===== config.mk =====
export PLATFORM = sky130hd
export DESIGN_NAME = per_channel_running_statistics
export DESIGN_NICKNAME = d
export VERILOG_FILES = /design/src/rstat_pkg.sv /design/src/per_channel_running_statistics.sv /design/src/rstat_ram.sv /design/src/rstat_fifo.sv /design/src/rstat_front.sv /design/src/rstat_div.sv /design/src/rstat_back.sv
export SDC_FILE = /design/constraint.sdc
export NUM_CORES = 2
export LEC_CHECK = 0
export BUFFER_PORTS_ARGS = -buffer_cell sky130_fd_sc_hd__buf_2
export CAP_MARGIN = 30
export CORE_MARGIN = 2
export CORE_UTILIZATION = 41
export CTS_BUF_LIST = sky130_fd_sc_hd__clkbuf_4
export DETAILED_ROUTE_END_ITERATION = 12
export HOLD_SLACK_MARGIN = 0.05
export PLACE_DENSITY_LB_ADDON = 0.15
export SYNTH_ARGS = -nofsm -noshare
export SYNTH_HDL_FRONTEND = slang
export SYNTH_SLANG_ARGS = --single-unit

===== constraint.sdc =====
create_clock -name clock -period 26 [get_ports clock]
set_input_delay 1.3 -clock clock [delete_from_list [all_inputs] [get_ports clock]]
set_output_delay 1.3 -clock clock [all_outputs]
set_load 0.1 [all_outputs]

===== src/rstat_pkg.sv =====
// ---------------------------------------------------------------------------
// rstat_pkg: shared types and constants for the running statistics block
// Field widths, queue item layouts and the back-end sequencer states.
// ---------------------------------------------------------------------------
`default_nettype none

package rstat_pkg;

   // fixed field widths
   localparam int CHANNEL_W   = 3;
   localparam int SAMPLE_W    = 16;
   localparam int SUM_W       = 48;
   localparam int CNT_OUT_W   = 32;

   // parameter defaults
   localparam int NUM_CHANNELS_DEF = 8;
   localparam int COUNT_BITS_DEF   = 32;
   localparam int FIFO_DEPTH       = 2;

   // mean clamp limits
   localparam logic [SUM_W-1:0] MEAN_POS_LIMIT = SUM_W'(32767);
   localparam logic [SUM_W-1:0] MEAN_NEG_LIMIT = SUM_W'(32768);
   localparam logic [SAMPLE_W-1:0] MEAN_POS_SAT = 16'h7fff;
   localparam logic [SAMPLE_W-1:0] MEAN_NEG_SAT = 16'h8000;

   // classified item between front and back
   typedef struct packed {
      logic                        in_range;
      logic [CHANNEL_W-1:0]        channel;
      logic signed [SAMPLE_W-1:0]  sample;
   } req_type;

   // result item
   typedef struct packed {
      logic [CHANNEL_W-1:0]        channel_out;
      logic signed [SAMPLE_W-1:0]  mean;
      logic [CNT_OUT_W-1:0]        sample_count;
      logic signed [SAMPLE_W-1:0]  minimum;
      logic signed [SAMPLE_W-1:0]  maximum;
      logic                        saturated;
   } rsp_type;

   // back-end sequencer
   typedef enum logic [2:0] {
      ST_IDLE,
      ST_READ,
      ST_UPDATE,
      ST_DIVIDE,
      ST_EMIT
   } back_state_type;

endpackage

`default_nettype wire


===== src/per_channel_running_statistics.sv =====
// Per-channel running statistics. Each sample transfer names a channel and
// brings a signed 16-bit reading; the block adds it to that channel's
// 48-bit sum, bumps the count and returns one result with the updated mean
// (sum / count, truncated toward zero), count, and the smallest and largest
// positive reading seen. A channel whose count is full ignores the sample
// and flags saturated; a channel beyond the table returns zeros. Items are
// handled one at a time: queue pop, table RAM read, update, the mean divide
// (48 bit-serial quotient steps, then a done strobe) and the result hand-off.
// A two-entry queue on the input and one on the output let the source and
// the sink stall independently. Table entries are marked empty by reset at
// once, so no clearing pass is needed.
// ---------------------------------------------------------------------------
// per_channel_running_statistics: top level
// Input classification, update engine and result queue.
// ---------------------------------------------------------------------------
`default_nettype none

module per_channel_running_statistics #(
   parameter int NUM_CHANNELS = rstat_pkg::NUM_CHANNELS_DEF,
   parameter int COUNT_BITS   = rstat_pkg::COUNT_BITS_DEF
) (
   input  wire logic                                  clock,
   input  wire logic                                  reset,
   input  wire logic                                  req_push,
   output      logic                                  req_full,
   input  wire logic [rstat_pkg::CHANNEL_W-1:0]       req_channel,
   input  wire logic signed [rstat_pkg::SAMPLE_W-1:0] req_sample,
   output      logic                                  rsp_empty,
   input  wire logic                                  rsp_pop,
   output      logic [rstat_pkg::CHANNEL_W-1:0]       rsp_channel_out,
   output      logic signed [rstat_pkg::SAMPLE_W-1:0] rsp_mean,
   output      logic [rstat_pkg::CNT_OUT_W-1:0]       rsp_sample_count,
   output      logic signed [rstat_pkg::SAMPLE_W-1:0] rsp_minimum,
   output      logic signed [rstat_pkg::SAMPLE_W-1:0] rsp_maximum,
   output      logic                                  rsp_saturated
);

   localparam int RSP_W = $bits(rstat_pkg::rsp_type);

   rstat_pkg::req_type q_item;
   logic               q_empty, q_pop;
   rstat_pkg::rsp_type back_item, head_item;
   logic               out_push, out_full;
   logic [RSP_W-1:0]   out_rd_data;

   // accept and classify
   rstat_front #(
      .NUM_CHANNELS (NUM_CHANNELS)
   ) u_front (
      .clock       (clock),
      .reset       (reset),
      .req_push    (req_push),
      .req_full    (req_full),
      .req_channel (req_channel),
      .req_sample  (req_sample),
      .q_pop       (q_pop),
      .q_empty     (q_empty),
      .q_item      (q_item)
   );

   // statistics update
   rstat_back #(
      .NUM_CHANNELS (NUM_CHANNELS),
      .COUNT_BITS   (COUNT_BITS)
   ) u_back (
      .clock    (clock),
      .reset    (reset),
      .q_empty  (q_empty),
      .q_item   (q_item),
      .q_pop    (q_pop),
      .out_full (out_full),
      .out_push (out_push),
      .out_item (back_item)
   );

   // result queue
   rstat_fifo #(
      .WIDTH (RSP_W),
      .DEPTH (rstat_pkg::FIFO_DEPTH)
   ) u_rsp_fifo (
      .clock   (clock),
      .reset   (reset),
      .push    (out_push),
      .wr_data (back_item),
      .full    (out_full),
      .pop     (rsp_pop),
      .rd_data (out_rd_data),
      .empty   (rsp_empty)
   );

   // result fields
   assign head_item        = out_rd_data;
   assign rsp_channel_out  = head_item.channel_out;
   assign rsp_mean         = head_item.mean;
   assign rsp_sample_count = head_item.sample_count;
   assign rsp_minimum      = head_item.minimum;
   assign rsp_maximum      = head_item.maximum;
   assign rsp_saturated    = head_item.saturated;

endmodule

`default_nettype wire


===== src/rstat_ram.sv =====
// ---------------------------------------------------------------------------
// rstat_ram: generic single-write, single-read RAM
// One write port, one read port with registered read data.
// ---------------------------------------------------------------------------
`default_nettype none

module rstat_ram #(
   parameter int WIDTH = 8,
   parameter int DEPTH = 8,
   parameter int ADDR_W = 3
) (
   input  wire logic              clock,
   input  wire logic              wr_en,
   input  wire logic [ADDR_W-1:0] wr_addr,
   input  wire logic [WIDTH-1:0]  wr_data,
   input  wire logic              rd_en,
   input  wire logic [ADDR_W-1:0] rd_addr,
   output      logic [WIDTH-1:0]  rd_data
);

   logic [WIDTH-1:0] mem_ff [DEPTH];
   logic [WIDTH-1:0] rd_data_ff;

   // storage and registered read
   always_ff @(posedge clock) begin
      if (wr_en) begin
         mem_ff[wr_addr] <= wr_data;
      end
      if (rd_en) begin
         rd_data_ff <= mem_ff[rd_addr];
      end
   end

   assign rd_data = rd_data_ff;

endmodule

`default_nettype wire


===== src/rstat_fifo.sv =====
// ---------------------------------------------------------------------------
// rstat_fifo: small synchronous queue
// Register-based queue with push/full and pop/empty sides; DEPTH is a
// power of two.
// ---------------------------------------------------------------------------
`default_nettype none

module rstat_fifo #(
   parameter int WIDTH = 8,
   parameter int DEPTH = rstat_pkg::FIFO_DEPTH
) (
   input  wire logic             clock,
   input  wire logic             reset,
   input  wire logic             push,
   input  wire logic [WIDTH-1:0] wr_data,
   output      logic             full,
   input  wire logic             pop,
   output      logic [WIDTH-1:0] rd_data,
   output      logic             empty
);

   localparam int PTR_W = $clog2(DEPTH);
   localparam int CNT_W = $clog2(DEPTH + 1);

   logic [WIDTH-1:0] mem_ff [DEPTH];
   logic [PTR_W-1:0] wr_ptr_ff, wr_ptr_in;
   logic [PTR_W-1:0] rd_ptr_ff, rd_ptr_in;
   logic [CNT_W-1:0] fill_ff, fill_in;
   logic             do_push, do_pop;

   assign full    = (fill_ff == CNT_W'(DEPTH));
   assign empty   = (fill_ff == '0);
   assign do_push = push && !full;
   assign do_pop  = pop && !empty;
   assign rd_data = mem_ff[rd_ptr_ff];

   // pointer and fill update
   always_comb begin
      wr_ptr_in = do_push ? wr_ptr_ff + PTR_W'(1) : wr_ptr_ff;
      rd_ptr_in = do_pop ? rd_ptr_ff + PTR_W'(1) : rd_ptr_ff;
      fill_in   = fill_ff;
      if (do_push && !do_pop) begin
         fill_in = fill_ff + CNT_W'(1);
      end else if (do_pop && !do_push) begin
         fill_in = fill_ff - CNT_W'(1);
      end
   end

   // control registers
   always_ff @(posedge clock) begin
      if (reset) begin
         wr_ptr_ff <= '0;
         rd_ptr_ff <= '0;
         fill_ff   <= '0;
      end else begin
         wr_ptr_ff <= wr_ptr_in;
         rd_ptr_ff <= rd_ptr_in;
         fill_ff   <= fill_in;
      end
   end

   // payload storage
   always_ff @(posedge clock) begin
      if (do_push) begin
         mem_ff[wr_ptr_ff] <= wr_data;
      end
   end

endmodule

`default_nettype wire


===== src/rstat_front.sv =====
// ---------------------------------------------------------------------------
// rstat_front: input side of the statistics block
// Takes sample transfers, checks the channel against the table size and
// queues the classified item for the back end.
// ---------------------------------------------------------------------------
`default_nettype none

module rstat_front #(
   parameter int NUM_CHANNELS = rstat_pkg::NUM_CHANNELS_DEF
) (
   input  wire logic                                 clock,
   input  wire logic                                 reset,
   input  wire logic                                 req_push,
   output      logic                                 req_full,
   input  wire logic [rstat_pkg::CHANNEL_W-1:0]      req_channel,
   input  wire logic signed [rstat_pkg::SAMPLE_W-1:0] req_sample,
   input  wire logic                                 q_pop,
   output      logic                                 q_empty,
   output      rstat_pkg::req_type                   q_item
);

   localparam int REQ_W = $bits(rstat_pkg::req_type);

   rstat_pkg::req_type class_item;
   logic [REQ_W-1:0]   q_rd_data;

   // classify: channels beyond the table only echo back
   always_comb begin
      class_item.in_range = (32'(req_channel) < 32'(NUM_CHANNELS));
      class_item.channel  = req_channel;
      class_item.sample   = req_sample;
   end

   // queue toward the back end
   rstat_fifo #(
      .WIDTH (REQ_W),
      .DEPTH (rstat_pkg::FIFO_DEPTH)
   ) u_req_fifo (
      .clock   (clock),
      .reset   (reset),
      .push    (req_push),
      .wr_data (class_item),
      .full    (req_full),
      .pop     (q_pop),
      .rd_data (q_rd_data),
      .empty   (q_empty)
   );

   assign q_item = q_rd_data;

endmodule

`default_nettype wire


===== src/rstat_div.sv =====
// ---------------------------------------------------------------------------
// rstat_div: bit-serial signed mean divider
// Restoring divide of a 48-bit signed sum by an unsigned count, one
// quotient bit per cycle, with the result clamped to 16 bits.
// ---------------------------------------------------------------------------
`default_nettype none

module rstat_div #(
   parameter int CNT_W = rstat_pkg::COUNT_BITS_DEF
) (
   input  wire logic                              clock,
   input  wire logic                              reset,
   input  wire logic                              start,
   input  wire logic [rstat_pkg::SUM_W-1:0]       dividend,
   input  wire logic [CNT_W-1:0]                  divisor,
   output      logic                              done,
   output      logic signed [rstat_pkg::SAMPLE_W-1:0] mean
);

   localparam int SUM_W  = rstat_pkg::SUM_W;
   localparam int STEP_W = $clog2(SUM_W);

   logic [SUM_W-1:0]  quo_ff, quo_in;
   logic [CNT_W-1:0]  rem_ff, rem_in;
   logic [CNT_W-1:0]  dvs_ff, dvs_in;
   logic              neg_ff, neg_in;
   logic [STEP_W-1:0] step_ff, step_in;
   logic              busy_ff, busy_in;
   logic              done_ff, done_in;
   logic [CNT_W:0]    trial;
   logic [CNT_W:0]    diff;
   logic              ge;
   logic [SUM_W-1:0]  neg_q;

   // one restoring step
   assign trial = {rem_ff, quo_ff[SUM_W-1]};
   assign diff  = trial - {1'b0, dvs_ff};
   assign ge    = (trial >= {1'b0, dvs_ff});

   // sequencing
   always_comb begin
      quo_in  = quo_ff;
      rem_in  = rem_ff;
      dvs_in  = dvs_ff;
      neg_in  = neg_ff;
      step_in = step_ff;
      busy_in = busy_ff;
      done_in = 1'b0;
      if (start) begin
         neg_in  = dividend[SUM_W-1];
         quo_in  = dividend[SUM_W-1] ? (~dividend + SUM_W'(1)) : dividend;
         rem_in  = '0;
         dvs_in  = divisor;
         step_in = STEP_W'(SUM_W - 1);
         busy_in = 1'b1;
      end else if (busy_ff) begin
         quo_in  = {quo_ff[SUM_W-2:0], ge};
         rem_in  = ge ? diff[CNT_W-1:0] : trial[CNT_W-1:0];
         step_in = step_ff - STEP_W'(1);
         if (step_ff == '0) begin
            busy_in = 1'b0;
            done_in = 1'b1;
         end
      end
   end

   // control registers
   always_ff @(posedge clock) begin
      if (reset) begin
         busy_ff <= 1'b0;
         done_ff <= 1'b0;
      end else begin
         busy_ff <= busy_in;
         done_ff <= done_in;
      end
   end

   // datapath registers
   always_ff @(posedge clock) begin
      quo_ff  <= quo_in;
      rem_ff  <= rem_in;
      dvs_ff  <= dvs_in;
      neg_ff  <= neg_in;
      step_ff <= step_in;
   end

   // sign restore and clamp
   assign neg_q = ~quo_ff + SUM_W'(1);
   always_comb begin
      if (dvs_ff == '0) begin
         mean = '0;
      end else if (neg_ff) begin
         mean = (quo_ff > rstat_pkg::MEAN_NEG_LIMIT) ? rstat_pkg::MEAN_NEG_SAT
                                                    : neg_q[rstat_pkg::SAMPLE_W-1:0];
      end else begin
         mean = (quo_ff > rstat_pkg::MEAN_POS_LIMIT) ? rstat_pkg::MEAN_POS_SAT
                                                    : quo_ff[rstat_pkg::SAMPLE_W-1:0];
      end
   end

   assign done = done_ff;

endmodule

`default_nettype wire


===== src/rstat_back.sv =====
// ---------------------------------------------------------------------------
// rstat_back: statistics update engine
// Reads an in-range channel's table RAM entry, folds in the sample, writes it
// back unless its count is full, runs the mean divide, then emits one result.
// ---------------------------------------------------------------------------
`default_nettype none

module rstat_back #(
   parameter int NUM_CHANNELS = rstat_pkg::NUM_CHANNELS_DEF,
   parameter int COUNT_BITS   = rstat_pkg::COUNT_BITS_DEF
) (
   input  wire logic               clock,
   input  wire logic               reset,
   input  wire logic               q_empty,
   input  wire rstat_pkg::req_type q_item,
   output      logic               q_pop,
   input  wire logic               out_full,
   output      logic               out_push,
   output      rstat_pkg::rsp_type out_item
);

   localparam int SUM_W    = rstat_pkg::SUM_W;
   localparam int SAMPLE_W = rstat_pkg::SAMPLE_W;
   localparam int ADDR_W   = (NUM_CHANNELS > 1) ? $clog2(NUM_CHANNELS) : 1;
   localparam int ENTRY_W  = SUM_W + COUNT_BITS + 2 * SAMPLE_W;

   rstat_pkg::back_state_type state_ff, state_in;
   rstat_pkg::req_type        item_ff, item_in;
   rstat_pkg::rsp_type        rsp_ff, rsp_in;
   logic                      rd_valid_ff, rd_valid_in;
   logic [NUM_CHANNELS-1:0]   valid_ff, valid_in;

   logic [ADDR_W-1:0]          addr;
   logic                       ram_we, ram_re;
   logic [ENTRY_W-1:0]         ram_rd_data, ram_wr_data;
   logic [SUM_W-1:0]           cur_sum, new_sum, res_sum;
   logic [COUNT_BITS-1:0]      cur_count, new_count, res_count;
   logic signed [SAMPLE_W-1:0] cur_min, cur_max, new_min, new_max;
   logic [SUM_W-1:0]           count_wide;
   logic                       count_full, positive;
   logic                       div_start, div_done;
   logic signed [SAMPLE_W-1:0] div_mean;

   assign addr = ADDR_W'(item_ff.channel);

   // entry as read; never-written channels read as zero
   assign {cur_sum, cur_count, cur_min, cur_max} = rd_valid_ff ? ram_rd_data : '0;

   // fold the sample into the entry
   always_comb begin
      count_full = &cur_count;
      positive   = !item_ff.sample[SAMPLE_W-1] && (item_ff.sample != '0);
      new_sum    = cur_sum + {{(SUM_W - SAMPLE_W){item_ff.sample[SAMPLE_W-1]}},
                              item_ff.sample};
      new_count  = cur_count + COUNT_BITS'(1);
      new_min    = cur_min;
      new_max    = cur_max;
      if (positive) begin
         if (cur_min == '0) begin
            new_min = item_ff.sample;
            new_max = item_ff.sample;
         end else begin
            if (item_ff.sample > cur_max) begin
               new_max = item_ff.sample;
            end
            if (item_ff.sample < cur_min) begin
               new_min = item_ff.sample;
            end
         end
      end
      res_sum    = count_full ? cur_sum : new_sum;
      res_count  = count_full ? cur_count : new_count;
      count_wide = SUM_W'(res_count);
   end

   assign ram_wr_data = {new_sum, new_count, new_min, new_max};

   // sequencer: next state and outputs
   always_comb begin
      state_in    = state_ff;
      item_in     = item_ff;
      rsp_in      = rsp_ff;
      rd_valid_in = rd_valid_ff;
      valid_in    = valid_ff;
      q_pop       = 1'b0;
      ram_re      = 1'b0;
      ram_we      = 1'b0;
      div_start   = 1'b0;
      out_push    = 1'b0;
      case (state_ff)
         rstat_pkg::ST_IDLE: begin
            if (!q_empty) begin
               q_pop   = 1'b1;
               item_in = q_item;
               if (q_item.in_range) begin
                  state_in = rstat_pkg::ST_READ;
               end else begin
                  rsp_in             = '0;
                  rsp_in.channel_out = q_item.channel;
                  state_in           = rstat_pkg::ST_EMIT;
               end
            end
         end
         rstat_pkg::ST_READ: begin
            ram_re      = 1'b1;
            rd_valid_in = valid_ff[addr];
            state_in    = rstat_pkg::ST_UPDATE;
         end
         rstat_pkg::ST_UPDATE: begin
            ram_we = !count_full;
            if (!count_full) begin
               valid_in[addr] = 1'b1;
            end
            div_start           = 1'b1;
            rsp_in.channel_out  = item_ff.channel;
            rsp_in.sample_count = count_wide[rstat_pkg::CNT_OUT_W-1:0];
            rsp_in.minimum      = count_full ? cur_min : new_min;
            rsp_in.maximum      = count_full ? cur_max : new_max;
            rsp_in.saturated    = count_full;
            rsp_in.mean         = '0;
            state_in            = rstat_pkg::ST_DIVIDE;
         end
         rstat_pkg::ST_DIVIDE: begin
            if (div_done) begin
               rsp_in.mean = div_mean;
               state_in    = rstat_pkg::ST_EMIT;
            end
         end
         rstat_pkg::ST_EMIT: begin
            if (!out_full) begin
               out_push = 1'b1;
               state_in = rstat_pkg::ST_IDLE;
            end
         end
         default: begin
            state_in = rstat_pkg::ST_IDLE;
         end
      endcase
   end

   // control registers
   always_ff @(posedge clock) begin
      if (reset) begin
         state_ff <= rstat_pkg::ST_IDLE;
         valid_ff <= '0;
      end else begin
         state_ff <= state_in;
         valid_ff <= valid_in;
      end
   end

   // payload registers
   always_ff @(posedge clock) begin
      item_ff     <= item_in;
      rsp_ff      <= rsp_in;
      rd_valid_ff <= rd_valid_in;
   end

   assign out_item = rsp_ff;

   // channel table
   rstat_ram #(
      .WIDTH  (ENTRY_W),
      .DEPTH  (NUM_CHANNELS),
      .ADDR_W (ADDR_W)
   ) u_table (
      .clock   (clock),
      .wr_en   (ram_we),
      .wr_addr (addr),
      .wr_data (ram_wr_data),
      .rd_en   (ram_re),
      .rd_addr (addr),
      .rd_data (ram_rd_data)
   );

   // mean divider
   rstat_div #(
      .CNT_W (COUNT_BITS)
   ) u_div (
      .clock    (clock),
      .reset    (reset),
      .start    (div_start),
      .dividend (res_sum),
      .divisor  (res_count),
      .done     (div_done),
      .mean     (div_mean)
   );

   // table is written only for in-range items that are not saturated
   assert property (@(posedge clock) disable iff (reset)
      ram_we |-> (item_ff.in_range && !count_full))
      else $error("table write for out-of-range or saturated item");

   // divider finishes only while the sequencer waits for it
   assert property (@(posedge clock) disable iff (reset)
      div_done |-> (state_ff == rstat_pkg::ST_DIVIDE))
      else $error("divider done outside divide wait");

   // a popped item always leads either to a table read or straight to emit
   assert property (@(posedge clock) disable iff (reset)
      q_pop |=> (state_ff == rstat_pkg::ST_READ || state_ff == rstat_pkg::ST_EMIT))
      else $error("unexpected state after queue pop");

   // every update starts the divider and waits on it
   assert property (@(posedge clock) disable iff (reset)
      (state_ff == rstat_pkg::ST_UPDATE) |=> (state_ff == rstat_pkg::ST_DIVIDE))
      else $error("update not followed by divide");

endmodule

`default_nettype wire

==> qor.yml <==
run_status:
  run_status: "completed"
synthesis:
  yosys_warnings: 0
  synth_cells: 4398
  synth_top_cell_by_area: "edfxtp_1"
  dominantRegCellSynth: "edfxtp_1"
  synth_seq_cells: 1460
  synth_edf_count: 1399
  synthTopCellsByArea: "edfxtp_1, a22oi_1, ha_1"
  yosysMostFrequentCell: "edfxtp_1"
  synth_cell_types: 89
  async_flop_share: 0
  syn_area_sq_um: 61910
  synth_top_area_frac: 0.6786
  syn-num-nets: 4540
  netlist_top_cells_count: "edfxtp_1, a22oi_1, nand2_1, clkbuf_1, nor2_1"
  synth_area_per_cell_sq_um: 14.08
  yosysSeqAreaShare: 0.6983
pwr:
  powerDensity_nw_per_um2: 115.6
  p_total_mw: 8.062
  ir_drop_v: 0.00005682
  leakage_nw: 24.00
clocking:
  postCtsSetupBuffers: 0
  clk_pin_slew_ns: 0.07
  numCtsBuffers: 393
  cts-root-buf: "clkbuf_4"
  clkSinkCount: 1460
  clock_path_buffers: 4
  htreeDepth: 5
  insertion_delay_ns: 1.31
  tritoncts: "done"
drt:
  firstDrtPassIters: 5
  vias: 39486
  drt_iter0_markers: 3306
  drt-wirelength-per-cell_microns: 24.09
  drc: 0
  ant_nets: 0
  wirelength_microns: 169200
  vias_per_cell: 5.621
placement:
  port_buffers: 108
  dp_hpwl_microns: 97840
  place_worst_setup_slack_ns: 19.71
  placed_cell_area_sq_um: 64930
  place_congestion: 0.9060
die:
  initial_core_util: 0.4128
  fp.dieW_microns: 392.6
  die_area_sq_um: 154100
  num_io_pins: 109
  die_y_microns: 392.6
  coreArea_sq_um: 150000
  rows: 142
sta:
  maxSlewHeadroom: 0.2786
  tightest_slew_ns: 1.071
  fin_setup_tns_ns: 0
  hold_viol_final: 0
  maxSlewViolCount: 0
  worst_slack_ns: 19.60
  rsz0062_at_grt: "false"
  skew_ns: 0.1358
  fin_crit_sh: 0.2463
  period_needed_ns: 6.404
  fmax_mhz: 156.2
  setup_viol: 0
worst_setup_path:
  r2r-start: "u_back.rd_valid_ff$_DFFE_PP_"
  cp.required_ns: 26.92
  end_kind: "flip-flop"
  reg2reg_slack_ns: 19.60
  reg2regPathDepth: 18
  cp_max_fo: 35
  start_kind: "flip-flop"
  worst_ep_arrival_time_ns: 7.32
  startpoint: "u_back.rd_valid_ff$_DFFE_PP_"
  worstSetupPathType: "reg -> reg"
  crit_end: "u_back.u_div.quo_ff[44]$_DFFE_PP_"
  reg2reg_to: "u_back.u_div.quo_ff[44]$_DFFE_PP_"
layout:
  fill_cells: 13499
  drive_gt1_frac: 0.1936
  syn2layout_area_growth_pct: 12.67
  final_util: 0.4652
  nNetsFinal: 4885
  final_cell_area_sq_um: 69750
global_route:
  grt_max_degree: 115
  grt_pass1_vias: 39592
  antenna_found_initial: 3
  grt_usage: 0.2176
  overflow: 0
  grt_pass1_wl_microns: 249300
worst_hold_path:
  hold_path_class: "in -> reg"
job:
  maxCapViolations: 0
## layout make-up
cell class	count	area (sq um)	area share
Inverter	123	465.4	0.006673
Multi-Input combinational cell	2571	17430	0.2499
Timing Repair Buffer	194	1371	0.01966
Clock inverter	92	467.9	0.006709
Sequential cell	1460	43240	0.6199
Antenna cell	3	7.507	0.0001076
Clock buffer	566	4249	0.06092
Tap cell	2016	2522	0.03616
## state kept, by name, summed over array words and instances (netlist names), 6 cells and up, named ones only
| name | cells |
|---|---|
| u_back.u_div.rem_ff | 32 |
| u_rsp_fifo.mem_ff | 168 |
| u_back.u_div.step_ff | 6 |
| u_back.u_div.dvs_ff | 32 |
| u_back.u_table.rd_data | 112 |
| u_front.u_req_fifo.mem_ff | 38 |
| u_back.out_item | 84 |
| u_back.u_table.mem_ff | 896 |
| u_back.u_div.quo_ff | 48 |
| u_back.valid_ff | 8 |
| u_back.item_ff | 16 |
## metal layers
layer / global-route usage / vias up / share of wire / wire length, microns
li1: - / 18123 / - / -
met1: 0.2874 / 19805 / 0.43 / 73070
met5: 0 / - / 0 / 0
met3: 0.04589 / 248 / 0.061 / 10250
met2: 0.3571 / 1310 / 0.48 / 81860
met4: 0.07301 / 0 / 0.024 / 4063
## worst max-delay path, cell delays in order, from the launching register on
cell and delay, ns:
edfxtp_1 0.35, buf_4 0.38, nand2_1 0.33, inv_1 0.13
ha_1 0.18, nand4_1 0.26, nor4_2 0.37, nand4_4 0.50
buf_4 0.49, o21ai_0 0.27, ha_1 0.21, o21ai_0 0.19
a211oi_1 0.52, nand3_1 0.14, nor4_1 0.74, nand4_2 0.37
o41ai_2 0.32, xnor2_1 0.16, o21ai_1 0.07
## worst min-delay path by stage
| stage | cells past startpoint | start | slack (ns) | end |
|---|---|---|---|---|
| 3_3_place_gp | 0 | u_back.out_item[53]$_SDFFCE_PN0P_ | 0.42 | u_rsp_fifo.mem_ff[0][53]$_DFFE_PP_ |
| 4_1_cts | 1 | req_sample[4] | 0.08 | u_front.u_req_fifo.mem_ff[0][4]$_DFFE_PP_ |
| 6_report | 1 | req_sample[6] | 0.24 | u_front.u_req_fifo.mem_ff[0][6]$_DFFE_PP_ |
| 2_1_floorplan | 0 | u_back.out_item[0]$_SDFFCE_PN0P_ | 0.42 | u_rsp_fifo.mem_ff[0][0]$_DFFE_PP_ |
| 3_5_place_dp | 0 | u_back.out_item[58]$_SDFFCE_PN0P_ | 0.43 | u_rsp_fifo.mem_ff[0][58]$_DFFE_PP_ |
| 5_1_grt | 1 | req_sample[4] | 0.12 | u_front.u_req_fifo.mem_ff[0][4]$_DFFE_PP_ |
## where the power goes
group / total, mW / internal, mW / switching [mW]
clock: 1.94 / 1.03 / 0.909
combinational: 2.64 / 0.812 / 1.83
sequential: 3.49 / 3.29 / 0.194
total: 8.06 / 5.13 / 2.93
## through the flow
stage / cells / hold WS (ns)
floorplan: 4398 / 0.4215
global placement: 6347 / 0.4228
detailed placement: 6353 / 0.4299
CTS: 7019 / 0.07587
global route: 7025 / 0.1216
finish: 7025 / 0.2386
## cells by family (layout without fill, tap and decap cells)
group,after synthesis,in the layout,synth area share
xor+xnor,147,147,0.02080
mux,152,152,0.02712
other cells,0,3,0
simple gates,1096,1096,0.09043
fa+ha+maj,119,119,0.02429
flops,1460,1460,0.6983
buf+inv,367,975,0.02254
compound gates,1057,1057,0.1165
## timing repair
action	4_1_cts	5_1_grt
hold buffers	8	0
gates resized for setup	0	0
hold endpoints to repair	15	0
## cells in the final DEF (no fill, tap or decap), types with 109 or more instances in the layout
cell type	Yosys	final
a21oi_1	169	168
a22oi_1	454	454
buf_2	14	109
clkbuf_4	0	567
edfxtp_1	1399	1399
ha_1	117	117
inv_1	123	121
mux2_2	126	126
nand2_1	332	332
nand4_1	157	157
nor2_1	177	174
o21ai_0	166	166
(Power assumes the default switching activity.)
